[config.mk]
export PLATFORM = sky130hd
export DESIGN_NAME = power_switch_mode_supervisor
export DESIGN_NICKNAME = d
export VERILOG_FILES = /design/src/design/psms_pkg.sv /design/src/design/psms_cfg_regs.sv /design/src/design/psms_engine.sv /design/src/design/power_switch_mode_supervisor.sv
export SDC_FILE = /design/constraint.sdc
export NUM_CORES = 1
export LEC_CHECK = 0
export BUFFER_PORTS_ARGS = -buffer_cell sky130_fd_sc_hd__clkbuf_2
export CAP_MARGIN = 20
export CORE_UTILIZATION = 48
export CTS_BUF_LIST = sky130_fd_sc_hd__clkbuf_8
export DETAILED_ROUTE_END_ITERATION = 7
export PLACE_DENSITY_LB_ADDON = 0.05
export SYNTH_ARGS = -nofsm -noshare
export SYNTH_HDL_FRONTEND = slang
export SYNTH_SLANG_ARGS = --single-unit
[constraint.sdc]
create_clock -name clk_i -period 3.7 [get_ports clk_i]
set_clock_uncertainty 0.15 [all_clocks]
set_input_delay 0.37 -clock clk_i [delete_from_list [all_inputs] [get_ports clk_i]]
set_output_delay 0.37 -clock clk_i [all_outputs]
set_load 0.05 [all_outputs]
[src/design/psms_pkg.sv]
// shared types and constants for the power switch mode supervisor
package psms_pkg;

  typedef enum logic [1:0] {
    OP_GUARD    = 2'd0,
    OP_SERVICE  = 2'd1,
    OP_IRQ      = 2'd2,
    OP_BUSINESS = 2'd3
  } opcode_e;

  typedef enum logic [1:0] {
    REQ_NONE     = 2'd0,
    REQ_POWEROFF = 2'd1,
    REQ_MODE     = 2'd2,
    REQ_RESET    = 2'd3
  } request_e;

  typedef enum logic [1:0] {
    MODE_BT          = 2'd0,
    MODE_PC          = 2'd1,
    MODE_IDLE_CHARGE = 2'd2,
    MODE_UNUSED      = 2'd3
  } mode_e;

  typedef enum logic [2:0] {
    CFG_MAX_ATTEMPTS  = 3'd0,
    CFG_RETRY_DELAY   = 3'd1,
    CFG_SHUTDOWN_DL   = 3'd2,
    CFG_OFF_CONFIRM   = 3'd3,
    CFG_PC_SERVICE_EN = 3'd4,
    CFG_DEVICE_ROLE   = 3'd5,
    CFG_RSVD6         = 3'd6,
    CFG_RSVD7         = 3'd7
  } cfg_idx_e;

  localparam logic [3:0] MAX_ATTEMPTS_RST  = 4'd3;
  localparam logic [7:0] RETRY_DELAY_RST   = 8'd10;
  localparam logic [7:0] SHUTDOWN_DL_RST   = 8'd30;
  localparam logic [3:0] OFF_CONFIRM_RST   = 4'd2;
  localparam logic       PC_SERVICE_RST    = 1'b1;
  localparam logic [2:0] DEVICE_ROLE_RST   = 3'd1;

  typedef struct packed {
    logic [3:0] max_attempts;
    logic [7:0] retry_delay;
    logic [7:0] shutdown_deadline;
    logic [3:0] off_confirm_count;
    logic       pc_service_enable;
    logic [2:0] device_role_code;
  } cfg_t;

  typedef struct packed {
    opcode_e    opcode;
    logic       switch_on;
    logic       vbus_present;
    logic [2:0] usb_state;
    logic       app_business_started;
    logic       poweroff_in_progress;
    logic       in_pc_mode;
    logic       in_idle_mode;
  } item_t;

  typedef struct packed {
    request_e request;
    mode_e    target_mode;
    logic     edge_update;
    logic     edge_rising;
    logic     storage_service;
    logic     shutdown_latched;
    logic     sleep_allowed;
  } result_t;

endpackage

[src/design/psms_cfg_regs.sv]
// configuration register file of the supervisor
module psms_cfg_regs (
  input  logic                 clk_i,
  input  logic                 rst_ni,
  input  logic                 cfg_valid_i,
  input  logic [2:0]           cfg_addr_i,
  input  logic [7:0]           cfg_data_i,
  output psms_pkg::cfg_t       cfg_o
);

  psms_pkg::cfg_t cfg_q;
  psms_pkg::cfg_t cfg_d;

  always_comb begin
    cfg_d = cfg_q;
    if (cfg_valid_i) begin
      unique case (psms_pkg::cfg_idx_e'(cfg_addr_i))
        psms_pkg::CFG_MAX_ATTEMPTS:  cfg_d.max_attempts      = cfg_data_i[3:0];
        psms_pkg::CFG_RETRY_DELAY:   cfg_d.retry_delay       = cfg_data_i;
        psms_pkg::CFG_SHUTDOWN_DL:   cfg_d.shutdown_deadline = cfg_data_i;
        psms_pkg::CFG_OFF_CONFIRM:   cfg_d.off_confirm_count = cfg_data_i[3:0];
        psms_pkg::CFG_PC_SERVICE_EN: cfg_d.pc_service_enable = cfg_data_i[0];
        psms_pkg::CFG_DEVICE_ROLE:   cfg_d.device_role_code  = cfg_data_i[2:0];
        default: ;
      endcase
    end
  end

  always_ff @(posedge clk_i or negedge rst_ni) begin
    if (!rst_ni) begin
      cfg_q.max_attempts      <= psms_pkg::MAX_ATTEMPTS_RST;
      cfg_q.retry_delay       <= psms_pkg::RETRY_DELAY_RST;
      cfg_q.shutdown_deadline <= psms_pkg::SHUTDOWN_DL_RST;
      cfg_q.off_confirm_count <= psms_pkg::OFF_CONFIRM_RST;
      cfg_q.pc_service_enable <= psms_pkg::PC_SERVICE_RST;
      cfg_q.device_role_code  <= psms_pkg::DEVICE_ROLE_RST;
    end else begin
      cfg_q <= cfg_d;
    end
  end

  assign cfg_o = cfg_q;

endmodule

[src/design/psms_engine.sv]
// supervisor state and the per-event decision logic
module psms_engine (
  input  logic              clk_i,
  input  logic              rst_ni,
  input  logic              step_i,
  input  psms_pkg::cfg_t    cfg_i,
  input  psms_pkg::item_t   item_i,
  output psms_pkg::result_t result_o
);

  logic [3:0] off_cnt_q, off_cnt_d;
  logic [7:0] dl_cnt_q, dl_cnt_d;
  logic       sd_q, sd_d;
  logic       irq_q, irq_d;
  logic       bus_q, bus_d;
  logic       prior_vld_q, prior_vld_d;
  logic       prior_lvl_q, prior_lvl_d;
  logic       last_vld_q, last_vld_d;
  logic [4:0] last_q, last_d;
  logic [3:0] att_q, att_d;
  logic [7:0] rty_q, rty_d;

  logic [4:0] off_next;
  logic [4:0] cur_inputs;
  logic       changed;
  logic [3:0] att_eff;
  logic [7:0] rty_eff;
  logic       cold;
  logic       have;
  psms_pkg::mode_e    target;
  psms_pkg::result_t  res;

  assign off_next   = {1'b0, off_cnt_q} + 5'd1;
  assign cur_inputs = {item_i.switch_on, item_i.vbus_present, item_i.usb_state};
  assign changed    = !last_vld_q || (last_q != cur_inputs);
  assign att_eff    = changed ? 4'd0 : att_q;
  assign rty_eff    = changed ? 8'd0 : rty_q;
  assign cold       = !bus_q && !item_i.app_business_started;

  // mode target selection for a service request
  always_comb begin
    have   = 1'b0;
    target = psms_pkg::MODE_BT;
    if (item_i.switch_on) begin
      have = item_i.in_pc_mode || item_i.in_idle_mode;
    end else if (cfg_i.pc_service_enable && (item_i.usb_state == cfg_i.device_role_code)) begin
      have   = !item_i.in_pc_mode;
      target = psms_pkg::MODE_PC;
    end else begin
      have   = item_i.in_pc_mode;
      target = psms_pkg::MODE_IDLE_CHARGE;
    end
  end

  always_comb begin
    off_cnt_d   = off_cnt_q;
    dl_cnt_d    = dl_cnt_q;
    sd_d        = sd_q;
    irq_d       = irq_q;
    bus_d       = bus_q;
    prior_vld_d = prior_vld_q;
    prior_lvl_d = prior_lvl_q;
    last_vld_d  = last_vld_q;
    last_d      = last_q;
    att_d       = att_q;
    rty_d       = rty_q;
    res                  = '0;
    res.request          = psms_pkg::REQ_NONE;
    res.target_mode      = psms_pkg::MODE_BT;

    case (item_i.opcode)
      psms_pkg::OP_GUARD: begin
        if (!sd_q) begin
          if (item_i.switch_on) begin
            off_cnt_d = 4'd0;
            irq_d     = 1'b0;
          end else if (off_next >= {1'b0, cfg_i.off_confirm_count}) begin
            off_cnt_d = cfg_i.off_confirm_count;
            irq_d     = 1'b0;
            if (bus_q || !item_i.vbus_present) begin
              sd_d = 1'b1;
            end
          end else begin
            off_cnt_d = off_next[3:0];
          end
        end
        if (sd_d) begin
          if (dl_cnt_q != 8'hFF) begin
            dl_cnt_d = dl_cnt_q + 8'd1;
          end
          if (dl_cnt_d >= cfg_i.shutdown_deadline) begin
            res.request = psms_pkg::REQ_RESET;
          end
        end
      end
      psms_pkg::OP_IRQ: begin
        irq_d = 1'b1;
      end
      psms_pkg::OP_BUSINESS: begin
        bus_d = 1'b1;
      end
      default: begin
        if (!prior_vld_q || (prior_lvl_q != item_i.switch_on)) begin
          prior_vld_d = 1'b1;
          prior_lvl_d = item_i.switch_on;
        end else begin
          res.edge_update = 1'b1;
          res.edge_rising = item_i.switch_on;
          att_d      = att_eff;
          rty_d      = rty_eff;
          last_vld_d = 1'b1;
          last_d     = cur_inputs;
          if (item_i.poweroff_in_progress) begin
            // bookkeeping only
          end else if (sd_q || (!item_i.switch_on && (!cold || !item_i.vbus_present))) begin
            sd_d        = 1'b1;
            res.request = psms_pkg::REQ_POWEROFF;
          end else begin
            res.storage_service = 1'b1;
            if (rty_eff != 8'd0) begin
              rty_d = rty_eff - 8'd1;
            end else if ((att_eff < cfg_i.max_attempts) && have) begin
              att_d           = att_eff + 4'd1;
              rty_d           = cfg_i.retry_delay;
              res.request     = psms_pkg::REQ_MODE;
              res.target_mode = target;
            end
          end
        end
      end
    endcase

    res.shutdown_latched = sd_d;
    res.sleep_allowed    = !sd_d && !irq_d &&
                           (item_i.switch_on || (!bus_d && item_i.vbus_present));
  end

  always_ff @(posedge clk_i or negedge rst_ni) begin
    if (!rst_ni) begin
      off_cnt_q   <= 4'd0;
      dl_cnt_q    <= 8'd0;
      sd_q        <= 1'b0;
      irq_q       <= 1'b0;
      bus_q       <= 1'b0;
      prior_vld_q <= 1'b0;
      prior_lvl_q <= 1'b0;
      last_vld_q  <= 1'b0;
      last_q      <= 5'd0;
      att_q       <= 4'd0;
      rty_q       <= 8'd0;
    end else if (step_i) begin
      off_cnt_q   <= off_cnt_d;
      dl_cnt_q    <= dl_cnt_d;
      sd_q        <= sd_d;
      irq_q       <= irq_d;
      bus_q       <= bus_d;
      prior_vld_q <= prior_vld_d;
      prior_lvl_q <= prior_lvl_d;
      last_vld_q  <= last_vld_d;
      last_q      <= last_d;
      att_q       <= att_d;
      rty_q       <= rty_d;
    end
  end

  assign result_o = res;

  // shutdown latch never drops once set
  assert property (@(posedge clk_i) disable iff (!rst_ni) sd_q |=> sd_q)
    else $error("shutdown latch cleared");

  // attempts stay within the configured budget
  assert property (@(posedge clk_i) disable iff (!rst_ni)
    step_i && (res.request == psms_pkg::REQ_MODE) |-> (att_d <= cfg_i.max_attempts))
    else $error("mode attempt budget exceeded");

  // a cpu reset is only asked for with the latch set
  assert property (@(posedge clk_i) disable iff (!rst_ni)
    (res.request == psms_pkg::REQ_RESET) |-> sd_d)
    else $error("cpu reset without shutdown latch");

endmodule

[src/design/power_switch_mode_supervisor.sv]
// top level of the power switch mode supervisor
// Usage: each request on the slave stream is one event (tuser = event kind,
// tdata = sampled switch, supply and application status). Every event yields
// exactly one result on the master stream (tuser = request code, tdata = mode
// target, wake edge re-arm, storage service, shutdown latch, sleep allowed).
// Events pass an input register, then the decision logic, then the result
// register: tvalid rises once the result register is loaded from an accepted
// event, which waits while a result is stalled, and one event is taken every
// cycle while the result side keeps up.
// When the receiver stalls, the result register holds and the input register
// takes one more event; the slave tready drops only when both are full.
// The configuration channel is always ready and updates one register per
// write; writes are expected only while no event is in flight.
// Reset clears all supervisor state, empties both registers and loads the
// configuration defaults (3 attempts, delay 10, deadline 30, confirm 2,
// pc service on, device role code 1).
module power_switch_mode_supervisor (
  input  logic        clk_i,
  input  logic        rst_ni,
  input  logic        s_axis_tvalid_i,
  output logic        s_axis_tready_o,
  // switch_on, vbus_present, usb_state[2:0], app_business_started,
  // poweroff_in_progress, in_pc_mode, in_idle_mode, zero fill
  input  logic [15:0] s_axis_tdata_i,
  // opcode[1:0]
  input  logic [1:0]  s_axis_tuser_i,
  output logic        m_axis_tvalid_o,
  input  logic        m_axis_tready_i,
  // target_mode[1:0], edge_update, edge_rising, storage_service,
  // shutdown_latched, sleep_allowed, zero fill
  output logic [7:0]  m_axis_tdata_o,
  // request[1:0]
  output logic [1:0]  m_axis_tuser_o,
  input  logic        cfg_valid_i,
  output logic        cfg_ready_o,
  input  logic [2:0]  cfg_addr_i,
  input  logic [7:0]  cfg_data_i
);

  psms_pkg::cfg_t    cfg;
  psms_pkg::item_t   item_q;
  psms_pkg::result_t res, res_q;
  logic              in_vld_q;
  logic              out_vld_q;
  logic              step;
  logic              in_ready;

  assign step     = in_vld_q && (!out_vld_q || m_axis_tready_i);
  assign in_ready = !in_vld_q || step;

  psms_cfg_regs u_cfg (
    .clk_i       (clk_i),
    .rst_ni      (rst_ni),
    .cfg_valid_i (cfg_valid_i),
    .cfg_addr_i  (cfg_addr_i),
    .cfg_data_i  (cfg_data_i),
    .cfg_o       (cfg)
  );

  psms_engine u_engine (
    .clk_i    (clk_i),
    .rst_ni   (rst_ni),
    .step_i   (step),
    .cfg_i    (cfg),
    .item_i   (item_q),
    .result_o (res)
  );

  always_ff @(posedge clk_i or negedge rst_ni) begin
    if (!rst_ni) begin
      in_vld_q  <= 1'b0;
      out_vld_q <= 1'b0;
    end else begin
      if (in_ready) begin
        in_vld_q <= s_axis_tvalid_i;
      end
      if (step) begin
        out_vld_q <= 1'b1;
      end else if (m_axis_tready_i) begin
        out_vld_q <= 1'b0;
      end
    end
  end

  always_ff @(posedge clk_i) begin
    if (in_ready && s_axis_tvalid_i) begin
      item_q.opcode               <= psms_pkg::opcode_e'(s_axis_tuser_i);
      item_q.switch_on            <= s_axis_tdata_i[0];
      item_q.vbus_present         <= s_axis_tdata_i[1];
      item_q.usb_state            <= s_axis_tdata_i[4:2];
      item_q.app_business_started <= s_axis_tdata_i[5];
      item_q.poweroff_in_progress <= s_axis_tdata_i[6];
      item_q.in_pc_mode           <= s_axis_tdata_i[7];
      item_q.in_idle_mode         <= s_axis_tdata_i[8];
    end
    if (step) begin
      res_q <= res;
    end
  end

  assign s_axis_tready_o = in_ready;
  assign cfg_ready_o     = 1'b1;
  assign m_axis_tvalid_o = out_vld_q;
  assign m_axis_tuser_o  = res_q.request;
  assign m_axis_tdata_o  = {1'b0, res_q.sleep_allowed, res_q.shutdown_latched,
                            res_q.storage_service, res_q.edge_rising,
                            res_q.edge_update, res_q.target_mode};

  // input side stalls only when both registers are occupied and blocked
  assert property (@(posedge clk_i) disable iff (!rst_ni)
    !s_axis_tready_o |-> (in_vld_q && out_vld_q && !m_axis_tready_i))
    else $error("input stalled without a blocked result");

  // a rising wake edge is reported only together with a re-arm
  assert property (@(posedge clk_i) disable iff (!rst_ni)
    out_vld_q && res_q.edge_rising |-> res_q.edge_update)
    else $error("edge polarity without re-arm");

  // storage service goes only with no request or a mode request
  assert property (@(posedge clk_i) disable iff (!rst_ni)
    out_vld_q && res_q.storage_service |->
      (res_q.request == psms_pkg::REQ_NONE) || (res_q.request == psms_pkg::REQ_MODE))
    else $error("storage service with power request");

endmodule

**Word level (Yosys, flattened, before mapping)**

Index checks and enable logic that the tools add are counted.

- $add $sub $neg: 4
- $lt $le $gt $ge: 3
- Equal/unequal tests: 11
- Muxes and demuxes: 46
- Bitwise gates (word level): 4
- Reduce and logical (&&, ||, !) cells: 50

Operator list:

| operator | number |
|---|---|
| 8-bit two-way mux | 8 |
| 4-bit two-way mux | 10 |
| 1-bit two-way mux | 18 |
| 1-bit logical NOT | 13 |
| 2-bit two-way mux | 6 |
| 2-bit AND reduction | 6 |
| 3-bit AND reduction | 4 |
| 1-bit logical AND | 9 |
| 1-bit logical OR | 9 |
| 9-bit OR reduction | 1 |
| 8-bit by 1-bit adder with 8-bit output (second input constant) | 1 |
| 8-bit >= comparator | 1 |
| 8-bit inequality test (second input constant) | 1 |
| 8-bit nonzero test | 1 |
| 8-bit by 1-bit subtractor with 8-bit output (second input constant) | 1 |
| 7-bit two-way mux | 1 |
| 3-bit by 2-bit == test with 1-bit output (second input constant) | 2 |
| 3-bit == test (second input constant) | 2 |
| 4-bit by 1-bit adder with 5-bit output (second input constant) | 1 |
| 5-bit by 4-bit >= comparator with 1-bit output | 1 |
| 5-bit inequality test | 1 |
| 5-bit OR reduction | 1 |
| 4-bit by 1-bit adder with 4-bit output (second input constant) | 1 |
| 2-bit == test (second input constant) | 2 |
| 13 further kinds | 17 |

- Register bits after elaboration: 85
- Input port bits: 34
- Output and inout bits: 13
- Logic and storage cells: 152

**Longest topological paths before layout**

- Depth in word-level cells: 13
- Depth in mapped cells: 13

**Modules after synthesis**

A second synthesis with hierarchy kept.

- Cell total of the unflattened synthesis: 398
- Area, all modules: 4578.1 um^2

Modules (own cells, without submodules):

| module | times used | cells each | area each (um^2) | seq. area each (um^2) |
|---|---|---|---|---|
| psms_engine | 1 | 302 | 2735.1 | 875.8 |
| psms_cfg_regs | 1 | 64 | 1116.1 | 714.4 |
| power_switch_mode_supervisor | 1 | 32 | 726.9 | 650.6 |

**Worst setup path before layout**

OpenSTA, ideal clock, no wires.

- Kind: register to register
- Start: register item_q[6] (netlist bit)
- End: register u_engine.att_q[2]
- Setup time: 136 ps
- Arrival: 2876 ps
- Required time: 3414 ps
- Slack: 537 ps
- Stages on the path, launching flop included: 14
- Path buffers: 1
- Cells stage by stage: edfxtp_1 -> xnor2_1 -> nand4_1 -> nor2_1 -> clkbuf_1 -> nand2_1 -> inv_1 -> ha_1 -> o221ai_1 -> o21bai_1 -> a221oi_2 -> or4b_4 -> mux2i_1 -> a2bb2oi_1

- Longest elaborated chain between the ends: 9

Ends and longest elaborated chain:

| element | line | source |
|---|---|---|
| start, declared | power_switch_mode_supervisor.sv:41 | `psms_pkg::item_t item_q;` |
| 5-bit inequality test / 3-bit == test (equally long branches) | psms_engine.sv:35, psms_engine.sv:46 |  |
| 1-bit logical OR / 1-bit logical AND (equally long branches) | psms_engine.sv:35, psms_engine.sv:46 |  |
| 4-bit two-way mux / 1-bit two-way mux (equally long branches) | psms_engine.sv:36, psms_engine.sv:46 |  |
| 4-bit < comparator / 1-bit two-way mux (equally long branches) | psms_engine.sv:122, psms_engine.sv:44 |  |
| 1-bit logical AND | psms_engine.sv:122 | `end else if ((att_eff < cfg_i.max_attempts) && have) begin` |
| 4-bit two-way mux | psms_engine.sv:122 |  |
| 4-bit two-way mux | psms_engine.sv:120 | `if (rty_eff != 8'd0) begin` |
| 4-bit two-way mux | psms_engine.sv:115 | `end else if (sd_q \|\| (!item_i.switch_on && (!cold \|\| !item_i.vbus_present))) begin` |
| 4-bit two-way mux * | psms_engine.sv:113 | `if (item_i.poweroff_in_progress) begin` |
| end signal, assigned | psms_engine.sv:161 | `att_q <= att_d;` |
| end, declared | psms_engine.sv:20 | `logic [3:0] att_q, att_d;` |

Every way passes the cells marked *; elsewhere a longest branch is shown, timed or not.
A chain may end at the register's enable or synchronous reset.

**Final worst setup path**

- Start: register item_q[7] (netlist bit)
- End: register res_q (netlist bit m_axis_tdata_o[0]) (data pin)

- Longest elaborated chain between the ends: 7

Ends and longest elaborated chain:

| element | line | source |
|---|---|---|
| 5-bit inequality test | psms_engine.sv:35 | `assign changed = !last_vld_q \|\| (last_q != cur_inputs);` |
| 1-bit logical OR | psms_engine.sv:35 |  |
| 4-bit two-way mux | psms_engine.sv:36 | `assign att_eff = changed ? 4'd0 : att_q;` |
| 4-bit < comparator | psms_engine.sv:122 |  |
| 1-bit logical AND | psms_engine.sv:122 |  |
| 1-bit NOT (no source line) | n/a |  |
| 9-bit OR reduction (no source line) * | n/a |  |
| end signal, assigned | power_switch_mode_supervisor.sv:97 | `res_q <= res;` |
| end, declared | power_switch_mode_supervisor.sv:42 | `psms_pkg::result_t res, res_q;` |

Marks and branches as above.

==> results.sh <==
export IMPL_outcome="finished, final reports clean"
export IMPL_worst_pin_slew_ps=916
export IMPL_grt_pass1_vias=3336
export IMPL_synth_seq_cells=85
export IMPL_arrival_ps=3270
export IMPL_drt_vias_per_instance=5.61
export IMPL_die_w_um=98.9
export IMPL_cts_root_buf="clkbuf_8"
export IMPL_start_kind="flop"
export IMPL_finalWirelength_mm=9.67
export IMPL_drive_gt1_frac=0.223
export IMPL_yosysUniqueCellTypes=61
export IMPL_finalSetupTns_ps=0
export IMPL_rows=35
export IMPL_maxCapViolCount=0
export IMPL_pin_count=47
export IMPL_cts_tree="yes"
export IMPL_hpwlAfterDp_mm=7.29
export IMPL_ir_worst_vdd_v=0.000390
export IMPL_synth_edf_count=20
export IMPL_hold_violations=0
export IMPL_die_height_um=98.9
export IMPL_place_congestion=0.862
export IMPL_ys_top_cells_by_count="nand2_1 (55), dfrtp_1 (54), o21ai_0 (31)"
export IMPL_syn_num_nets=489
export IMPL_timing_hold_ws_ps=30.2
export IMPL_postRouteAntennaNets=0
export IMPL_worstSetupPathType="reg2reg"
export IMPL_grt_max_degree=31
export IMPL_ys_warnings_count=0
export IMPL_nFillCells=816
export IMPL_synthTopCellsByArea="dfrtp_1 (30%), edfxtp_1 (13%), mux2_2 (6.5%), dfstp_2 (6.4%), ha_1 (5.3%)"
export IMPL_max_freq_mhz=308
export IMPL_die_area_sq_mm=0.00979
export IMPL_power_density_mw_per_mm2=590
export IMPL_synth_flop_cell="dfrtp_1"
export IMPL_synth_most_common_cell="nand2_1"
export IMPL_drv_slew=0
export IMPL_avgSynthCellArea_sq_um=10.3
export IMPL_grt_overflow=0
export IMPL_hold_buffers=1
export IMPL_start_util=0.493
export IMPL_cts_resized=0
export IMPL_num_vias=3359
export IMPL_cts_sinks=85
export IMPL_setup_violations=0
export IMPL_yosys_area_top_type_share=0.300
export IMPL_port_buffers=37
export IMPL_cts_setup_buffers=0
export IMPL_slew_headroom=0.384
export IMPL_worst_setup_path_end_kind="flop"
export IMPL_worst_r2r_path_depth=12
export IMPL_finalNetCount=536
export IMPL_diodes=0
export IMPL_hold_path_class="in2reg"
export IMPL_synth_top_area_cell="dfrtp_1"
export IMPL_first_iter_violations=90
export IMPL_post_route_drc_count=0
export IMPL_track_usage=0.216
export IMPL_syn_to_final_growth_pct=12.5
export IMPL_finalWorstPathRequiredPeriod_ps=3250
export IMPL_synth_area_sq_mm=0.00451
export IMPL_power_static_leakage_nw=2.20
export IMPL_ctsHtreeMaxLevel=3
export IMPL_first_pass_iters=4
export IMPL_clk_latency_ps=360
export IMPL_worstPathRequired_ps=3720
export IMPL_rsz0062_at_grt="false"
export IMPL_design_power_total_mw=2.99
export IMPL_post_route_period_util=0.879
export IMPL_core_area_sq_mm=0.00915
export IMPL_grt_pass1_wl_mm=16.3
export IMPL_critPathMaxFanout=7
export IMPL_hold_depth=1
export IMPL_async_flop_share=0.765
export IMPL_ys_seq_area_frac=0.497
export IMPL_postSynthCellCount=436
export IMPL_cts_buffers=9
export IMPL_wire_per_inst_um=16.1
export IMPL_clockBufferDepth=2
export IMPL_clkSlewWorstSetupHoldPaths_ps=90
export IMPL_antenna_found_initial=0
## critical path, cell delays in order (launching register included)
cell and delay (ps):
edfxtp_1 470, xnor2_1 260, nand2_1 170, nor2_1 290, nand2_1 120, inv_1 100, ha_1 230, o221ai_1 150
o21bai_1 180, a221oi_2 110, nor2_1 410, nand3_1 200, nor4_1 220
## report_power, final
| group | leakage, nW | internal (mW) | switching, mW | total, mW |
|---|---|---|---|---|
| registers | 0.974 | 1.18 | 0.186 | 1.36 |
| clock network | 0.107 | 0.378 | 0.340 | 0.718 |
| logic | 1.12 | 0.399 | 0.510 | 0.910 |
| total | 2.20 | 1.96 | 1.04 | 2.99 |
## cells by family after synthesis
kind of cell / after synthesis / share of synthesized area
flip-flops: 85 / 0.497
AND/OR/NAND/NOR: 147 / 0.168
other: 2 / 0.00167
XOR/XNOR: 17 / 0.0330
adder cells (fa/ha/maj): 19 / 0.0527
AO/OA/AOI/OAI: 101 / 0.144
multiplexers: 28 / 0.0694
buffers and inverters: 37 / 0.0336
## per-stage QoR
stage	instance area [sq um]	util	instances	setup slack, ps
3_3_place_gp	4840	0.529	581	542
5_1_grt	5070	0.554	599	99.7
2_1_floorplan	4510	-	436	537
4_1_cts	5070	0.554	598	469
6_report	5070	0.554	599	449
3_5_place_dp	4840	0.529	581	500
## state kept, by name, indices dropped and copies added, names as in the netlist
register	cells
u_engine.prior_lvl_q	1
u_engine.rty_q	8
u_engine.last_q	5
m_axis_tvalid_o	1
u_engine.att_q	4
u_engine.dl_cnt_q	8
m_axis_tdata_o	7
item_q	11
m_axis_tuser_o	2
u_engine.last_vld_q	1
u_engine.off_cnt_q	4
u_engine.sd_q	1
u_engine.bus_q	1
u_engine.prior_vld_q	1
u_cfg.cfg_o	28
u_engine.irq_q	1
in_vld_q	1
## worst paths after layout
| check | endpoint | slack (ps) | startpoint |
|---|---|---|---|
| worst max-delay path | m_axis_tdata_o[0] | 450 | item_q[7] |
| min in group asynchronous | u_engine.last_vld_q | 450 | rst_ni |
| worst min-delay path | item_q[9] | 30 | s_axis_tuser_i[0] |
| max in group asynchronous | u_cfg.cfg_o[24] | 2120 | rst_ni |
| worst max register to register | m_axis_tdata_o[0] | 450 | item_q[7] |
| worst min register to register | u_engine.bus_q | 330 | u_engine.bus_q |
## cells in the final DEF (no fill, tap or decap), types with 11 or more instances in the layout
| master | instances |
|---|---|
| mux2_2 | 26 |
| a21oi_1 | 15 |
| dfstp_2 | 11 |
| clkbuf_2 | 37 |
| nand2_1 | 55 |
| xnor2_1 | 16 |
| ha_1 | 19 |
| nand2b_1 | 11 |
| edfxtp_1 | 20 |
| nand3_1 | 12 |
| dfrtp_1 | 54 |
| a31oi_1 | 16 |
| inv_1 | 27 |
| nor2_1 | 24 |
| o21ai_0 | 31 |
## routing by layer
| layer | share of wire | wire, um | track usage | vias to the layer above |
|---|---|---|---|---|
| met1 | 0.47 | 4550 | 0.288 | 1604 |
| met3 | 0.036 | 347 | 0.0369 | 17 |
| met4 | 0.019 | 182 | 0.0884 | 0 |
| li1 | - | - | - | 1668 |
| met2 | 0.47 | 4590 | 0.350 | 70 |
| met5 | 0 | 0 | 0 | - |
## cell type report
cell class / count / area [sq um] / share of cell area
Clock inverter: 7 / 92.6 / 0.0182
Clock buffer: 9 / 124 / 0.0244
Tap cell: 111 / 139 / 0.0274
Sequential cell: 85 / 2240 / 0.442
Timing Repair Buffer: 47 / 263 / 0.0518
Multi-Input combinational cell: 314 / 2120 / 0.417
Inverter: 26 / 97.6 / 0.0192
No activity file was read; power rests on OpenSTA's default activity.
